[config.mk]
export PLATFORM = sky130hd
export DESIGN_NAME = signed_int_to_decimal_ascii
export DESIGN_NICKNAME = d
export VERILOG_FILES = /design/src/hw/rtl/sid_pkg.sv /design/src/hw/rtl/sid_seq.sv /design/src/hw/rtl/sid_dp.sv /design/src/hw/rtl/signed_int_to_decimal_ascii.sv
export SDC_FILE = /design/constraint.sdc
export NUM_CORES = 1
export LEC_CHECK = 0
export ABC_AREA = 1
export BUFFER_PORTS_ARGS = -buffer_cell sky130_fd_sc_hd__clkbuf_2
export CORE_MARGIN = 3
export CORE_UTILIZATION = 55
export DETAILED_ROUTE_END_ITERATION = 8
export GPL_TIMING_DRIVEN = 0
export HOLD_SLACK_MARGIN = 0.03
export MAX_ROUTING_LAYER = met4
export PLACE_DENSITY = 0.76
export SETUP_SLACK_MARGIN = 0.1
export SLEW_MARGIN = 20
export SYNTH_ARGS = -nofsm -noshare
export SYNTH_HDL_FRONTEND = slang
export SYNTH_SLANG_ARGS = --single-unit
[constraint.sdc]
create_clock -name i_clk -period 11.5 [get_ports i_clk]
set_clock_uncertainty 0.05 [all_clocks]
set_input_delay 1.725 -clock i_clk [delete_from_list [all_inputs] [get_ports i_clk]]
set_output_delay 1.725 -clock i_clk [all_outputs]
set_load 0.01 [all_outputs]
[src/hw/rtl/sid_pkg.sv]
// Package for the signed integer to decimal ASCII converter.
// Holds the microcode word types, the program table and character constants.
// No dependencies.
package sid_pkg;

    localparam int STEP_W = 3;

    localparam logic [7:0] CHAR_ZERO  = 8'd48;
    localparam logic [7:0] CHAR_MINUS = 8'd45;

    typedef enum logic [2:0] {
        OP_IDLE   = 3'd0,
        OP_DABBLE = 3'd1,
        OP_SIGN   = 3'd2,
        OP_STRIP  = 3'd3,
        OP_EMIT   = 3'd4
    } t_op;

    typedef enum logic [2:0] {
        COND_NONE   = 3'd0,
        COND_WAIT   = 3'd1,
        COND_BITS   = 3'd2,
        COND_STRIP  = 3'd3,
        COND_DIGITS = 3'd4
    } t_cond;

    typedef struct packed {
        t_op               op;
        t_cond             cond;
        logic [STEP_W-1:0] next;
    } t_word;

    typedef struct packed {
        logic start;
        logic bits_more;
        logic strip_more;
        logic digits_more;
    } t_flags;

    localparam logic [STEP_W-1:0] STEP_IDLE   = 3'd0;
    localparam logic [STEP_W-1:0] STEP_DABBLE = 3'd1;
    localparam logic [STEP_W-1:0] STEP_SIGN   = 3'd2;
    localparam logic [STEP_W-1:0] STEP_STRIP  = 3'd3;
    localparam logic [STEP_W-1:0] STEP_EMIT   = 3'd4;

    function automatic t_word sid_rom(input logic [STEP_W-1:0] step);
        t_word w;
        case (step)
            STEP_IDLE:   w = '{op: OP_IDLE,   cond: COND_WAIT,   next: STEP_DABBLE};
            STEP_DABBLE: w = '{op: OP_DABBLE, cond: COND_BITS,   next: STEP_SIGN};
            STEP_SIGN:   w = '{op: OP_SIGN,   cond: COND_NONE,   next: STEP_STRIP};
            STEP_STRIP:  w = '{op: OP_STRIP,  cond: COND_STRIP,  next: STEP_EMIT};
            STEP_EMIT:   w = '{op: OP_EMIT,   cond: COND_DIGITS, next: STEP_IDLE};
            default:     w = '{op: OP_IDLE,   cond: COND_NONE,   next: STEP_IDLE};
        endcase
        return w;
    endfunction

endpackage

[src/hw/rtl/sid_seq.sv]
// Microcode sequencer: step counter, program table lookup and loop conditions.
// Depends on sid_pkg.
module sid_seq (
    input  logic           i_clk,
    input  logic           i_rst_n,
    input  sid_pkg::t_flags i_flags,
    output sid_pkg::t_word  o_word
);

    logic [sid_pkg::STEP_W-1:0] r_step;
    logic [sid_pkg::STEP_W-1:0] n_step;
    sid_pkg::t_word             w;
    logic                       stay;

    always_comb begin
        w = sid_pkg::sid_rom(r_step);
        case (w.cond)
            sid_pkg::COND_NONE:   stay = 1'b0;
            sid_pkg::COND_WAIT:   stay = !i_flags.start;
            sid_pkg::COND_BITS:   stay = i_flags.bits_more;
            sid_pkg::COND_STRIP:  stay = i_flags.strip_more;
            sid_pkg::COND_DIGITS: stay = i_flags.digits_more;
            default:              stay = 1'b0;
        endcase
        n_step = stay ? r_step : w.next;
    end

    always_ff @(posedge i_clk) begin
        if (!i_rst_n) begin
            r_step <= sid_pkg::STEP_IDLE;
        end else begin
            r_step <= n_step;
        end
    end

    assign o_word = w;

endmodule

[src/hw/rtl/sid_dp.sv]
// Datapath: magnitude shift register, bit-serial double dabble BCD register,
// digit counter and registered character output. Depends on sid_pkg.
module sid_dp #(
    parameter int VALUE_WIDTH = 32
) (
    input  logic                   i_clk,
    input  logic                   i_rst_n,
    input  sid_pkg::t_word         i_word,
    input  logic                   i_start,
    input  logic [VALUE_WIDTH-1:0] i_value,
    output sid_pkg::t_flags        o_flags,
    output logic                   o_valid,
    output logic [7:0]             o_text_char,
    output logic                   o_last
);

    localparam int ND     = (((VALUE_WIDTH - 1) * 1233) >> 12) + 1;
    localparam int BCD_W  = 4 * ND;
    localparam int BITS_W = $clog2(VALUE_WIDTH + 1);
    localparam int DCNT_W = $clog2(ND + 1);

    logic [VALUE_WIDTH-1:0] r_mag,   n_mag;
    logic [BCD_W-1:0]       r_bcd,   n_bcd;
    logic [BITS_W-1:0]      r_bits,  n_bits;
    logic [DCNT_W-1:0]      r_dcnt,  n_dcnt;
    logic                   r_neg,   n_neg;
    logic                   r_valid, n_valid;
    logic [7:0]             r_char,  n_char;
    logic                   r_last,  n_last;

    logic [BCD_W-1:0] adj;
    logic [3:0]       top;
    logic             digits_more;
    logic             strip_more;

    always_comb begin
        for (int d = 0; d < ND; d++) begin
            if (r_bcd[4*d +: 4] >= 4'd5) begin
                adj[4*d +: 4] = r_bcd[4*d +: 4] + 4'd3;
            end else begin
                adj[4*d +: 4] = r_bcd[4*d +: 4];
            end
        end
    end

    assign top         = r_bcd[BCD_W-1 -: 4];
    assign digits_more = (r_dcnt > DCNT_W'(1));
    assign strip_more  = digits_more && (top == 4'd0);

    assign o_flags = '{start:       i_start,
                       bits_more:   (r_bits > BITS_W'(1)),
                       strip_more:  strip_more,
                       digits_more: digits_more};

    always_comb begin
        n_mag   = r_mag;
        n_bcd   = r_bcd;
        n_bits  = r_bits;
        n_dcnt  = r_dcnt;
        n_neg   = r_neg;
        n_valid = 1'b0;
        n_char  = r_char;
        n_last  = r_last;
        case (i_word.op)
            sid_pkg::OP_IDLE: begin
                if (i_start) begin
                    n_neg  = i_value[VALUE_WIDTH-1];
                    n_mag  = i_value[VALUE_WIDTH-1] ? (~i_value + VALUE_WIDTH'(1)) : i_value;
                    n_bcd  = '0;
                    n_bits = BITS_W'(VALUE_WIDTH);
                    n_dcnt = DCNT_W'(ND);
                end
            end
            sid_pkg::OP_DABBLE: begin
                n_bcd  = {adj[BCD_W-2:0], r_mag[VALUE_WIDTH-1]};
                n_mag  = {r_mag[VALUE_WIDTH-2:0], 1'b0};
                n_bits = r_bits - BITS_W'(1);
            end
            sid_pkg::OP_SIGN: begin
                if (r_neg) begin
                    n_valid = 1'b1;
                    n_char  = sid_pkg::CHAR_MINUS;
                    n_last  = 1'b0;
                end
            end
            sid_pkg::OP_STRIP: begin
                if (strip_more) begin
                    n_bcd  = {r_bcd[BCD_W-5:0], 4'd0};
                    n_dcnt = r_dcnt - DCNT_W'(1);
                end
            end
            sid_pkg::OP_EMIT: begin
                n_valid = 1'b1;
                n_char  = sid_pkg::CHAR_ZERO + {4'd0, top};
                n_last  = !digits_more;
                n_bcd   = {r_bcd[BCD_W-5:0], 4'd0};
                n_dcnt  = r_dcnt - DCNT_W'(1);
            end
            default: begin
                n_valid = 1'b0;
            end
        endcase
    end

    always_ff @(posedge i_clk) begin
        if (!i_rst_n) begin
            r_valid <= 1'b0;
        end else begin
            r_valid <= n_valid;
        end
        r_mag  <= n_mag;
        r_bcd  <= n_bcd;
        r_bits <= n_bits;
        r_dcnt <= n_dcnt;
        r_neg  <= n_neg;
        r_char <= n_char;
        r_last <= n_last;
    end

    assign o_valid     = r_valid;
    assign o_text_char = r_char;
    assign o_last      = r_last;

endmodule

[src/hw/rtl/signed_int_to_decimal_ascii.sv]
// Top level of the signed integer to decimal ASCII converter.
// Instantiates sid_seq and sid_dp; depends on sid_pkg.
//
// channel  ports                          transfer
// -------  -----------------------------  -------------------------------
// input    start, i_value                 edge with start high, busy low
// result   o_valid, o_text_char, o_last   every edge with o_valid high
//
// One value passes through the load step, the double dabble loop over all VALUE_WIDTH bits,
// the sign step, the strip loop that drops each leading zero digit and ends with a final check,
// and the emit loop that puts out the digits, most significant digit first.
// busy rises the cycle after the transfer and is low again when the last character shows.
// Reset returns the step counter to idle and drops any result in flight.
// Results are never stalled; each one is shown for exactly one cycle.
module signed_int_to_decimal_ascii #(
    parameter int VALUE_WIDTH = 32
) (
    input  logic                   i_clk,
    input  logic                   i_rst_n,
    input  logic                   start,
    input  logic [VALUE_WIDTH-1:0] i_value,
    output logic                   busy,
    output logic                   o_valid,
    output logic [7:0]             o_text_char,
    output logic                   o_last
);

    sid_pkg::t_word  word;
    sid_pkg::t_flags flags;

    assign busy = (word.op != sid_pkg::OP_IDLE);

    sid_seq u_seq (
        .i_clk   (i_clk),
        .i_rst_n (i_rst_n),
        .i_flags (flags),
        .o_word  (word)
    );

    sid_dp #(
        .VALUE_WIDTH (VALUE_WIDTH)
    ) u_dp (
        .i_clk       (i_clk),
        .i_rst_n     (i_rst_n),
        .i_word      (word),
        .i_start     (start),
        .i_value     (i_value),
        .o_flags     (flags),
        .o_valid     (o_valid),
        .o_text_char (o_text_char),
        .o_last      (o_last)
    );

endmodule

Word level (Yosys, flattened, before mapping). Index checks and enable logic that the tools add are counted. Widths: inputs -> output; s select.

Bits in registers: 96. Input port bits: 35. Output and inout bits: 11. Word-level logic and storage cells: 96.

Add/sub/neg operators: 14. Order comparisons: 12. Equal/unequal tests: 15. Mux-type cells: 29. Bitwise logic cells: 1. Reduce and logical (&&, ||, !) cells: 16.

Operator list (count): $pmux 40 s4 (1); $mux 40 (2); $mux 32 (2); $pmux 32 s2 (1); $pmux 9 s5 (1); $mux 4 (11); $ge 4x3->1 const B (10); $add 4x2->4 const B (9); $add 32x1->32 const B (1); $not 32->32 (1); $eq 3x2->1 const B (6); $pmux 8 s2 (1); $pmux 4 s3 (1); $pmux 6 s2 (1); $eq 3x1->1 const B (3); $eq 3x3->1 const B (3); $mux 8 (1); $add 6x4->7 const A (1); $gt 6x1->1 const B (1); $logic_not 3->1 (2); $mux 6 (1); $reduce_and 2->1 (3); $reduce_and 3->1 (2); $reduce_bool 3->1 (2); other kinds (15) (20).

Logic depth before layout (Yosys ltp). Gate-level depths: netlist of run 1.

Word-level depth: 5. Depth in mapped cells: 10. Gate-level depth less buffers: 10.

Cells and area by module. From an unflattened synthesis of run 1, not the netlist that was laid out.

Cell total of the unflattened synthesis: 734. Area, all modules: 6037.0 um2.

By module, submodules not included: sid_dp (instances 1, cells each 692, area each 5794.3 um2, sequential area each 2692.6 um2); sid_seq (instances 1, cells each 39, area each 231.5 um2, sequential area each 60.1 um2); signed_int_to_decimal_ascii (instances 1, cells each 3, area each 11.3 um2, sequential area each 0.0 um2).

Worst setup path before layout of run 1. No wires, ideal clock.

Path type: input port to flip-flop. Start point: input start. End point: register u_dp.r_bcd[0] (enable). Library setup time: 0.487 ns. Arrival time: 4.511 ns. Required time: 10.963 ns. Path slack: 6.452 ns. Stages: 2. Buffers on the path: 0. Cells stage by stage: nor2_1 -> nor3_1.

Word-level cells in the longest chain between the ends: 2.

Ends and longest elaborated chain: start: declaration (RTL line signed_int_to_decimal_ascii.sv:20) `input logic start,`; $ne 2x2->1 (no source line); $reduce_and 3->1 (no source line); end signal: assignment (RTL line sid_dp.sv:112) `r_bcd <= n_bcd;`; end: declaration (RTL line sid_dp.sv:23) `logic [BCD_W-1:0] r_bcd, n_bcd;`.

Every way passes these cells. A chain may end at the register's enable or synchronous reset.

Final worst setup path of run 1.
Start point: register u_seq.r_step[0] in the netlist's numbering. End point: output busy.

Word-level cells in the longest chain between the ends: 3. Elaborated cells between the ends (all ways): 7. Those cells by class: eq/ne: 4; mux: 1; reduce/logical: 2.

Ends and longest elaborated chain: start: declaration (RTL line sid_seq.sv:10) `logic [sid_pkg::STEP_W-1:0] r_step;`; start signal: assignment (RTL line sid_seq.sv:30) `r_step <= sid_pkg::STEP_IDLE;`; start signal: assignment (RTL line sid_seq.sv:32) `r_step <= n_step;`; $eq 3x3->1 (tied with other cells) (RTL line sid_pkg.sv:48) `case (step)`; $pmux 9 s5 * (RTL line sid_pkg.sv:48); $reduce_bool 3->1 * (RTL line signed_int_to_decimal_ascii.sv:31) `assign busy = (word.op != sid_pkg::OP_IDLE);`; end: declaration (RTL line signed_int_to_decimal_ascii.sv:22) `output logic busy,`.

Every way passes the cells marked *; elsewhere a longest branch is shown, timed or not.

==> results of run 1 <==
[cell families after synthesis]
| group | after synthesis | synth area share |
|---|---|---|
| compound gates | 121 | 0.129 |
| xor+xnor | 21 | 0.0315 |
| fa+ha+maj | 26 | 0.0557 |
| buf+inv | 120 | 0.0846 |
| flops | 93 | 0.471 |
| other cells | 2 | 0.00129 |
| simple gates | 310 | 0.227 |
[per-stage QoR]
stage,area (um2),util,worst slack (ns),instances
3_3_place_gp,6220,0.619,5.03,869
4_1_cts,6520,0.649,8.09,890
6_report,6520,0.649,8.15,890
5_1_grt,6520,0.649,8.01,890
2_1_floorplan,5840,-,6.45,694
3_5_place_dp,6300,0.627,8.17,874
[layout by cell type (no fill, tap or decap), types with 3 or more instances in the layout]
cell type  synthesis  layout
and2_1             3       3
conb_1             2       3
nor2_2             3       3
o32ai_2            6       6
xnor2_1            6       6
inv_1             94      94
o22ai_1           17      17
o21ai_0           59      58
nand3_1           54      54
nand2_1          164     164
a32o_1             7       7
nor2_1            63      63
buf_4              9      11
nand4_1           11      11
inv_2              5       5
ha_1              26      26
clkbuf_8           0       9
clkbuf_2           0      42
clkbuf_1           3       4
o21ai_1            6       6
dfxtp_1            4       4
buf_2              8       8
nor2_4             3       3
edfxtp_1          89      89
xor2_1            15      15
a21oi_1           20      20
[report_power, final]
group          internal [mW]  switching (mW)
sequential             0.597          0.0875
combinational          0.234           0.468
clock                  0.123           0.117
[worst min-delay path: stages, from the launching register on]
cell     delay [ns]
dfxtp_1        0.35
o21ai_0        0.08
a21oi_1        0.06
[cell type report]
class	count	area share
inverters	99	0.0570
plain buffers	21	0.0188
well taps	133	0.0255
clock buffers	10	0.0196
multi-input cells	481	0.401
repair buffers	47	0.0422
flip-flops and latches	93	0.422
clock inverters	6	0.0132
[registers in the layout, indices dropped and copies added, names as in the netlist]
register / count
u_dp.r_mag: 32
u_dp.o_last: 1
u_seq.r_step: 3
u_dp.o_text_char: 5
u_dp.o_valid: 1
u_dp.r_bcd: 40
u_dp.r_bits: 6
u_dp.r_dcnt: 4
u_dp.r_neg: 1
[per-layer routing]
metal  vias up  routed length [um]  GRT usage
li1       2446                   -          -
met1      2276                5960      0.311
met2       149                6460      0.414
met3        13                 804     0.0409
met4         0                 144     0.0631
met5         -                   0          -
[path summary, 6_finish.rpt]
kind | to | slack (ns)
setup reg to reg | u_dp.r_bcd[16]$_DFFE_PP_ | 8.79
setup / recovery | busy | 8.15
hold / removal | u_seq.r_step[0]$_SDFFE_PN0N_ | 0.48
hold reg to reg | u_seq.r_step[0]$_SDFFE_PN0N_ | 0.48
==> flow_summary.ini, run 1 <==
[status]
status = completed

[worst_setup_path]
cp_num_buf_inv = 2
path_cells = inv_2 > nor3_4 > nor2_1 > nand2_1 > clkbuf_2
crit_path_start_kind = register
required_ns = 9.73
arrival_ns = 1.57
slowest_stage = dfxtp_1
worstRegToRegCells = 9
crit_type = register to output port
r2r_start = u_dp.r_dcnt[0]$_SDFFCE_PN0P_
path_depth = 5
crit_path_end_kind = output port
cp_max_fo = 7
cp-startpoint = u_seq.r_step[0]$_SDFFE_PN0N_
cpPeakStageDelay_ns = 0.39
cp_top_family = simple AND/OR/NAND/NOR gates

[place]
io_buffers = 42
dpl.hpwl_um = 10200
gp_congestion = 0.908

[clocking]
insertion_delay_ns = 0.37
htreeDepth = 3
cts_resized = 0
root_buffer = clkbuf_8
cts_buffers = 9
tritoncts = built
hold_buffers = 0
cts_sinks = 93
path_clk_slew_ns = 0.09
clock_path_buffers = 2
post_cts_buffers = 0

[run]
max-cap-violations = 0

[drt]
wl_um = 13400
wl_per_cell_um = 15.0
drtAntennaViolNets = 0
vias = 4884
drt_iter0_drc = 407
drc_errors = 0
first_pass_iters = 5
drt-vias-per-instance = 5.49

[global_route]
grt_pass1_vias = 4807
grt_max_degree = 27
overflow = 0
track_usage = 0.246
grt_pass1_wl_um = 22300
antenna_found_initial = 0

[timing]
fin_crit_ns = 3.35
tightestPinTransition_ns = 0.777
relSlewSlack = 0.482
whs_ns = 0.477
fin_setup_tns_ns = 0
slew_violations = 0
rsz0062_at_grt = no
finalHoldViolCount = 0
post-route-period-util = 0.291
fmax_mhz = 299
setup_viol = 0

[floorplanning]
die_w_um = 109
initial_core_util = 0.581
die_y_um = 109
pin_count = 46
num_rows = 36
dieArea_mm2 = 0.0119
coreArea_mm2 = 0.0100

[power_and_ir_drop]
power_mw = 1.63
power.density_mw_per_mm2 = 249
leakagePower_nw = 2.83
ir_worst_vdd_mv = 0.0932

[hold_path]
min-delay-start = u_seq.r_step[0]$_SDFFE_PN0N_
hold_path_class = register to register
min_path_cells = 2

[synthesis]
synth_top_area_cell = edfxtp_1
postSynthCellCount = 693
synth_area_per_cell_um2 = 8.43
synthTopCellsByCount = nand2_1 (164), inv_1 (94), edfxtp_1 (89), nor2_1 (63), o21ai_0 (59)
ys_ff_latch = 93
yosysMostFrequentCell = nand2_1
yosysWarnings = 0
synth.area.top_cells = edfxtp_1 (46%), nand2_1 (11%), inv_1 (6.0%)
ys_seq_area_frac = 0.471
async_reset_ff_frac = 0
synth_edf_count = 89
syn-cell-area_mm2 = 0.00584
yosys.area.top_type_share = 0.458
synthFlopType = edfxtp_1
synth.distinct_cells = 34

[finish]
n_fill_cell = 863
nets = 813
antenna_cells = 0
syn2layout_area_growth_pct = 11.6
multi_input_area_mm2 = 0.00261
regArea_mm2 = 0.00275
drive_above_1_share = 0.136
No activity file was read; power rests on OpenSTA's default activity.
==> inputs of run 2 (changes only) <==
==> constraint.sdc (replaced) <==
create_clock -name i_clk -period 3.19 [get_ports i_clk]
set_clock_uncertainty 0.05 [all_clocks]
set_input_delay 0.4785 -clock i_clk [delete_from_list [all_inputs] [get_ports i_clk]]
set_output_delay 0.4785 -clock i_clk [all_outputs]
set_load 0.01 [all_outputs]
==> run 2 against run 1 <==
Net effect:
- flip-flop and latch count is the same
- sequential share of layout area grew 0.27 points
- worst hold slack lost 0.21 ns
- routed wire length grew 0.27%
- via count grew 0.59%
- largest cell class unchanged
==> flow_summary.ini, run 2 (synthesis gave the netlist of run 1 again) <==
[power_and_ir_drop]
power.switching_mw = 2.44
p_int_mw = 3.28
power.density_mw_per_mm2 = 884
pwr-share-comb = 0.444
power_mw = 5.73
p_sw_frac = 0.427
clockPowerShare = 0.127
power_frac_seq = 0.430
ir_worst_vdd_mv = 0.339
leakagePower_nw = 2.80

[global_route]
grt_use_met3 = 0.0249
grt_pass1_wl_um = 21900
grt.met1_usage = 0.311
top_usage_layer = met2
grt_pass1_vias = 4745
use_met2 = 0.396
antenna_found_initial = 0
track_usage = 0.239
grt_max_degree = 26
overflow = 0

[clocking]
cts_buffers = 9
htreeDepth = 3
insertion_delay_ns = 0.36
cts_resized = 0
cts_sinks = 93
post_cts_buffers = 0
tritoncts = built
path_clk_slew_ns = 0.10
root_buffer = clkbuf_8
clock_path_buffers = 2
hold_buffers = 0

[worst_setup_path]
crit_path_start_kind = register
cpPeakStageDelay_ns = 0.57
slowest_stage = nor3_4
path_cells = inv_1 > ha_1 > o21ai_0 > nand3_1 > nand2_1 > inv_1 > nor3_4 > buf_8
cp_max_fo = 15
crit_type = register to register
cp_num_buf_inv = 3
cp_common_cell = inv_1
required_ns = 3.20
cp_top_family = simple AND/OR/NAND/NOR gates
crit_path_end_kind = register
arrival_ns = 2.79

[finish]
final_area_mm2 = 0.00647
nets = 811
reg.largest.list = u_dp.r_bcd: 40 flops, u_dp.r_mag: 32 flops, u_dp.r_bits: 6 flops
final_cell_mix = nand2_1 (164), inv_1 (94), edfxtp_1 (89)
instances_no_fill = 888
layout_commonest_cell = nand2_1
largest_reg_flops = 40
utilization = 0.645
syn2layout_area_growth_pct = 10.9
antenna_cells = 0
drive_above_1_share = 0.134
top_register = u_dp.r_bcd
n_fill_cell = 856

[drt]
drc_errors = 0
vias = 4913
first_pass_iters = 6
wl_um = 13400
drt_iter0_drc = 357
wl_per_cell_um = 15.1
drt-vias-per-instance = 5.53
drtAntennaViolNets = 0

[hold_path]
hold_path_class = primary input to register

[place]
dpl.cell_count = 872
dp_slack_ns = 0.441
post_dp_cell_area_mm2 = 0.00630
gp_congestion = 0.924
io_buffers = 42
dpl.hpwl_um = 10200

[floorplanning]
dieArea_mm2 = 0.0119
die_w_um = 109
pin_count = 46
die_y_um = 109
num_rows = 36
coreArea_mm2 = 0.0100
initial_core_util = 0.581

[timing]
slew_violations = 0
tightestPinTransition_ns = 0.815
fin_crit_ns = 2.78
finalHoldViolCount = 0
setup_slack_ns = 0.410
whs_ns = 0.269
fin_setup_tns_ns = 0
post-route-period-util = 0.871
fmax_mhz = 360
setup_viol = 0
rsz0062_at_grt = no
relSlewSlack = 0.456

[status]
status = completed

[run]
max-cap-violations = 0
[run 2: area by class of cell]
class / instances / area, um2 / share of cell area
inverters: 99 / 372 / 0.0574
clock buffers: 10 / 128 / 0.0197
clock inverters: 6 / 46.3 / 0.00715
flip-flops and latches: 93 / 2750 / 0.425
plain buffers: 21 / 123 / 0.0189
well taps: 133 / 166 / 0.0257
repair buffers: 45 / 268 / 0.0414
multi-input cells: 481 / 2620 / 0.405
[run 2: worst paths after layout]
check | startpoint | endpoint | slack [ns] | depth (start not counted)
worst max-delay path | u_dp.r_dcnt[0]$_SDFFCE_PN0P_ | u_dp.r_bcd[28]$_DFFE_PP_ | 0.41 | 8
worst min-delay path | i_value[31] | u_dp.r_neg$_DFFE_PP_ | 0.27 | 1
worst max register to register | u_dp.r_dcnt[0]$_SDFFCE_PN0P_ | u_dp.r_bcd[28]$_DFFE_PP_ | 0.41 | 8
worst min register to register | u_dp.r_mag[25]$_DFFE_PP_ | u_dp.r_mag[26]$_DFFE_PP_ | 0.48 | 2
[run 2: power groups by stage]
stage / clock (mW) / sequential (mW) / combinational, mW
floorplan: 0 / 2.41 / 1.79
global placement: 0 / 2.48 / 2.29
detailed placement: 0 / 2.48 / 2.53
CTS: 0.735 / 2.45 / 2.54
global route: 0.779 / 2.52 / 2.88
finish: 0.726 / 2.46 / 2.54
[run 2: per-layer routing]
layer,up-vias,routed length [um]
li1,2450,-
met1,2307,6120
met2,142,6500
met3,14,623
met4,0,156
met5,-,0
==> inputs of run 3 (changes only) <==
--- a/config.mk
+++ b/config.mk
@@ -10,10 +10,9 @@
 export CORE_MARGIN = 3
 export CORE_UTILIZATION = 55
 export DETAILED_ROUTE_END_ITERATION = 8
-export GPL_TIMING_DRIVEN = 0
 export HOLD_SLACK_MARGIN = 0.03
 export MAX_ROUTING_LAYER = met4
-export PLACE_DENSITY = 0.76
+export PLACE_DENSITY = 0.79
 export SETUP_SLACK_MARGIN = 0.1
 export SLEW_MARGIN = 20
 export SYNTH_ARGS = -nofsm -noshare
==> constraint.sdc (replaced) <==
create_clock -name i_clk -period 2.45 [get_ports i_clk]
set_clock_uncertainty 0.05 [all_clocks]
set_input_delay 0.3675 -clock i_clk [delete_from_list [all_inputs] [get_ports i_clk]]
set_output_delay 0.3675 -clock i_clk [all_outputs]
set_load 0.01 [all_outputs]
==> run 3 against run 2 <==
Net effect:
- routed wire length fell by 8.7%
- clock power up 43%
- global-route usage is 1.5 points lower
- register-to-register slack about the same
- setup slack worse by 0.011 ns
- via count down 1.5%
- non-clock buffer count down 17
- final area fell by 1.1%
- first-iteration DRC count rose by 6.7%
- die area unchanged
- sequential share of layout area grew 0.47 points
- combinational power rose by 24%
- largest cell class unchanged
==> flow_summary.ini, run 3 (synthesis gave the netlist of run 1 again) <==
[finish]
largest_reg_flops = 40
antenna_cells = 0
utilization = 0.638
final_cell_mix = nand2_1 (164), inv_1 (93), edfxtp_1 (89)
layout_commonest_cell = nand2_1
top_register = u_dp.r_bcd
syn2layout_area_growth_pct = 9.64
n_fill_cell = 808
reg.largest.list = u_dp.r_bcd: 40 flops, u_dp.r_mag: 32 flops, u_dp.r_bits: 6 flops
drive_above_1_share = 0.125
nets = 794

[floorplanning]
initial_core_util = 0.581
num_rows = 36
dieArea_mm2 = 0.0119
die_y_um = 109
coreArea_mm2 = 0.0100
pin_count = 46
die_w_um = 109

[drt]
vias = 4840
drc_errors = 0
drt-vias-per-instance = 5.56
wl_per_cell_um = 14.1
drtAntennaViolNets = 0
drt_iter0_drc = 381
first_pass_iters = 5
wl_um = 12200

[timing]
setup_viol = 0
finalHoldViolCount = 0
slew_violations = 0
tightestPinTransition_ns = 0.538
fmax_mhz = 488
post-route-period-util = 0.837
fin_crit_ns = 2.05
relSlewSlack = 0.639
whs_ns = 0.235
rsz0062_at_grt = no

[status]
status = completed

[worst_setup_path]
crit_type = register to register
cp_max_fo = 5
arrival_ns = 2.00
crit_path_start_kind = register
required_ns = 2.40
crit_path_end_kind = register

[clocking]
post_cts_buffers = 0
cts_sinks = 93
path_clk_slew_ns = 0.10
hold_buffers = 0
htreeDepth = 3
insertion_delay_ns = 0.37
tritoncts = built
root_buffer = clkbuf_8
clock_path_buffers = 2
cts_resized = 0
cts_buffers = 9

[power_and_ir_drop]
power_mw = 7.40
ir_worst_vdd_mv = 0.495
power.density_mw_per_mm2 = 1160
leakagePower_nw = 2.74

[hold_path]
hold_path_class = primary input to register

[place]
gp_congestion = 0.983
dpl.hpwl_um = 8980
io_buffers = 42

[global_route]
grt_max_degree = 47
grt_pass1_wl_um = 20600
grt_pass1_vias = 4595
antenna_found_initial = 0
track_usage = 0.224
overflow = 0

[run]
max-cap-violations = 0
run 3: cell count changes in the layout (fill, tap and decap cells not counted), sizes merged:
| cell | previous run | this run |
|---|---|---|
| buf | 21 | 7 |
| clkbuf | 55 | 52 |
| bufinv | 0 | 1 |
| clkinv | 2 | 1 |
| clkinvlp | 2 | 1 |
| inv | 101 | 102 |
run 3: worst paths after layout:
kind	from	to	slack, ns	cells after the start
worst max register to register	u_dp.r_dcnt[0]$_SDFFCE_PN0P_	u_dp.r_dcnt[2]$_SDFFCE_PN0P_	0.40	7
worst min register to register	u_dp.r_mag[20]$_DFFE_PP_	u_dp.r_mag[21]$_DFFE_PP_	0.47	2
worst max-delay path	u_dp.r_dcnt[0]$_SDFFCE_PN0P_	u_dp.r_dcnt[2]$_SDFFCE_PN0P_	0.40	7
worst min-delay path	i_rst_n	u_seq.r_step[1]$_SDFFE_PN0N_	0.24	3
run 3: power by group:
part / switching [mW] / leakage [nW] / internal [mW]
registers: 0.401 / 0.922 / 2.80
clock network: 0.556 / 0.0977 / 0.482
logic: 2.14 / 1.72 / 1.02
run 3: cell type report:
class | count | area (um2) | share of cell area
Multi-Input combinational cell | 481 | 2630 | 0.411
Clock buffer | 10 | 128 | 0.0199
Inverter | 99 | 372 | 0.0580
Timing Repair Buffer | 49 | 288 | 0.0449
Tap cell | 133 | 166 | 0.0260
Sequential cell | 93 | 2750 | 0.430
Clock inverter | 6 | 68.8 | 0.0107
run 3: critical path, stage by stage, from the launching register on:
cell	delay, ns
edfxtp_1	0.39
inv_1	0.08
ha_2	0.20
o21ai_2	0.21
nand3_1	0.12
nand2_1	0.12
inv_2	0.06
nor3_1	0.46
run 3: routing by layer:
layer,vias to the layer above,GRT usage,wire length [um]
met1,2250,0.296,5500
met2,157,0.352,5860
met5,-,-,0
met4,0,0.0748,168
met3,16,0.0361,710
li1,2417,-,-
run 3: stage by stage:
stage	area [um2]	TNS (ns)	setup slack (ns)	cells
2_1_floorplan	5870	-0.965	-0.0241	694
3_3_place_gp	6210	0	0.561	855
3_5_place_dp	6210	0	0.415	855
4_1_cts	6400	0	0.400	871
5_1_grt	6400	0	0.300	871
6_report	6400	0	0.399	871
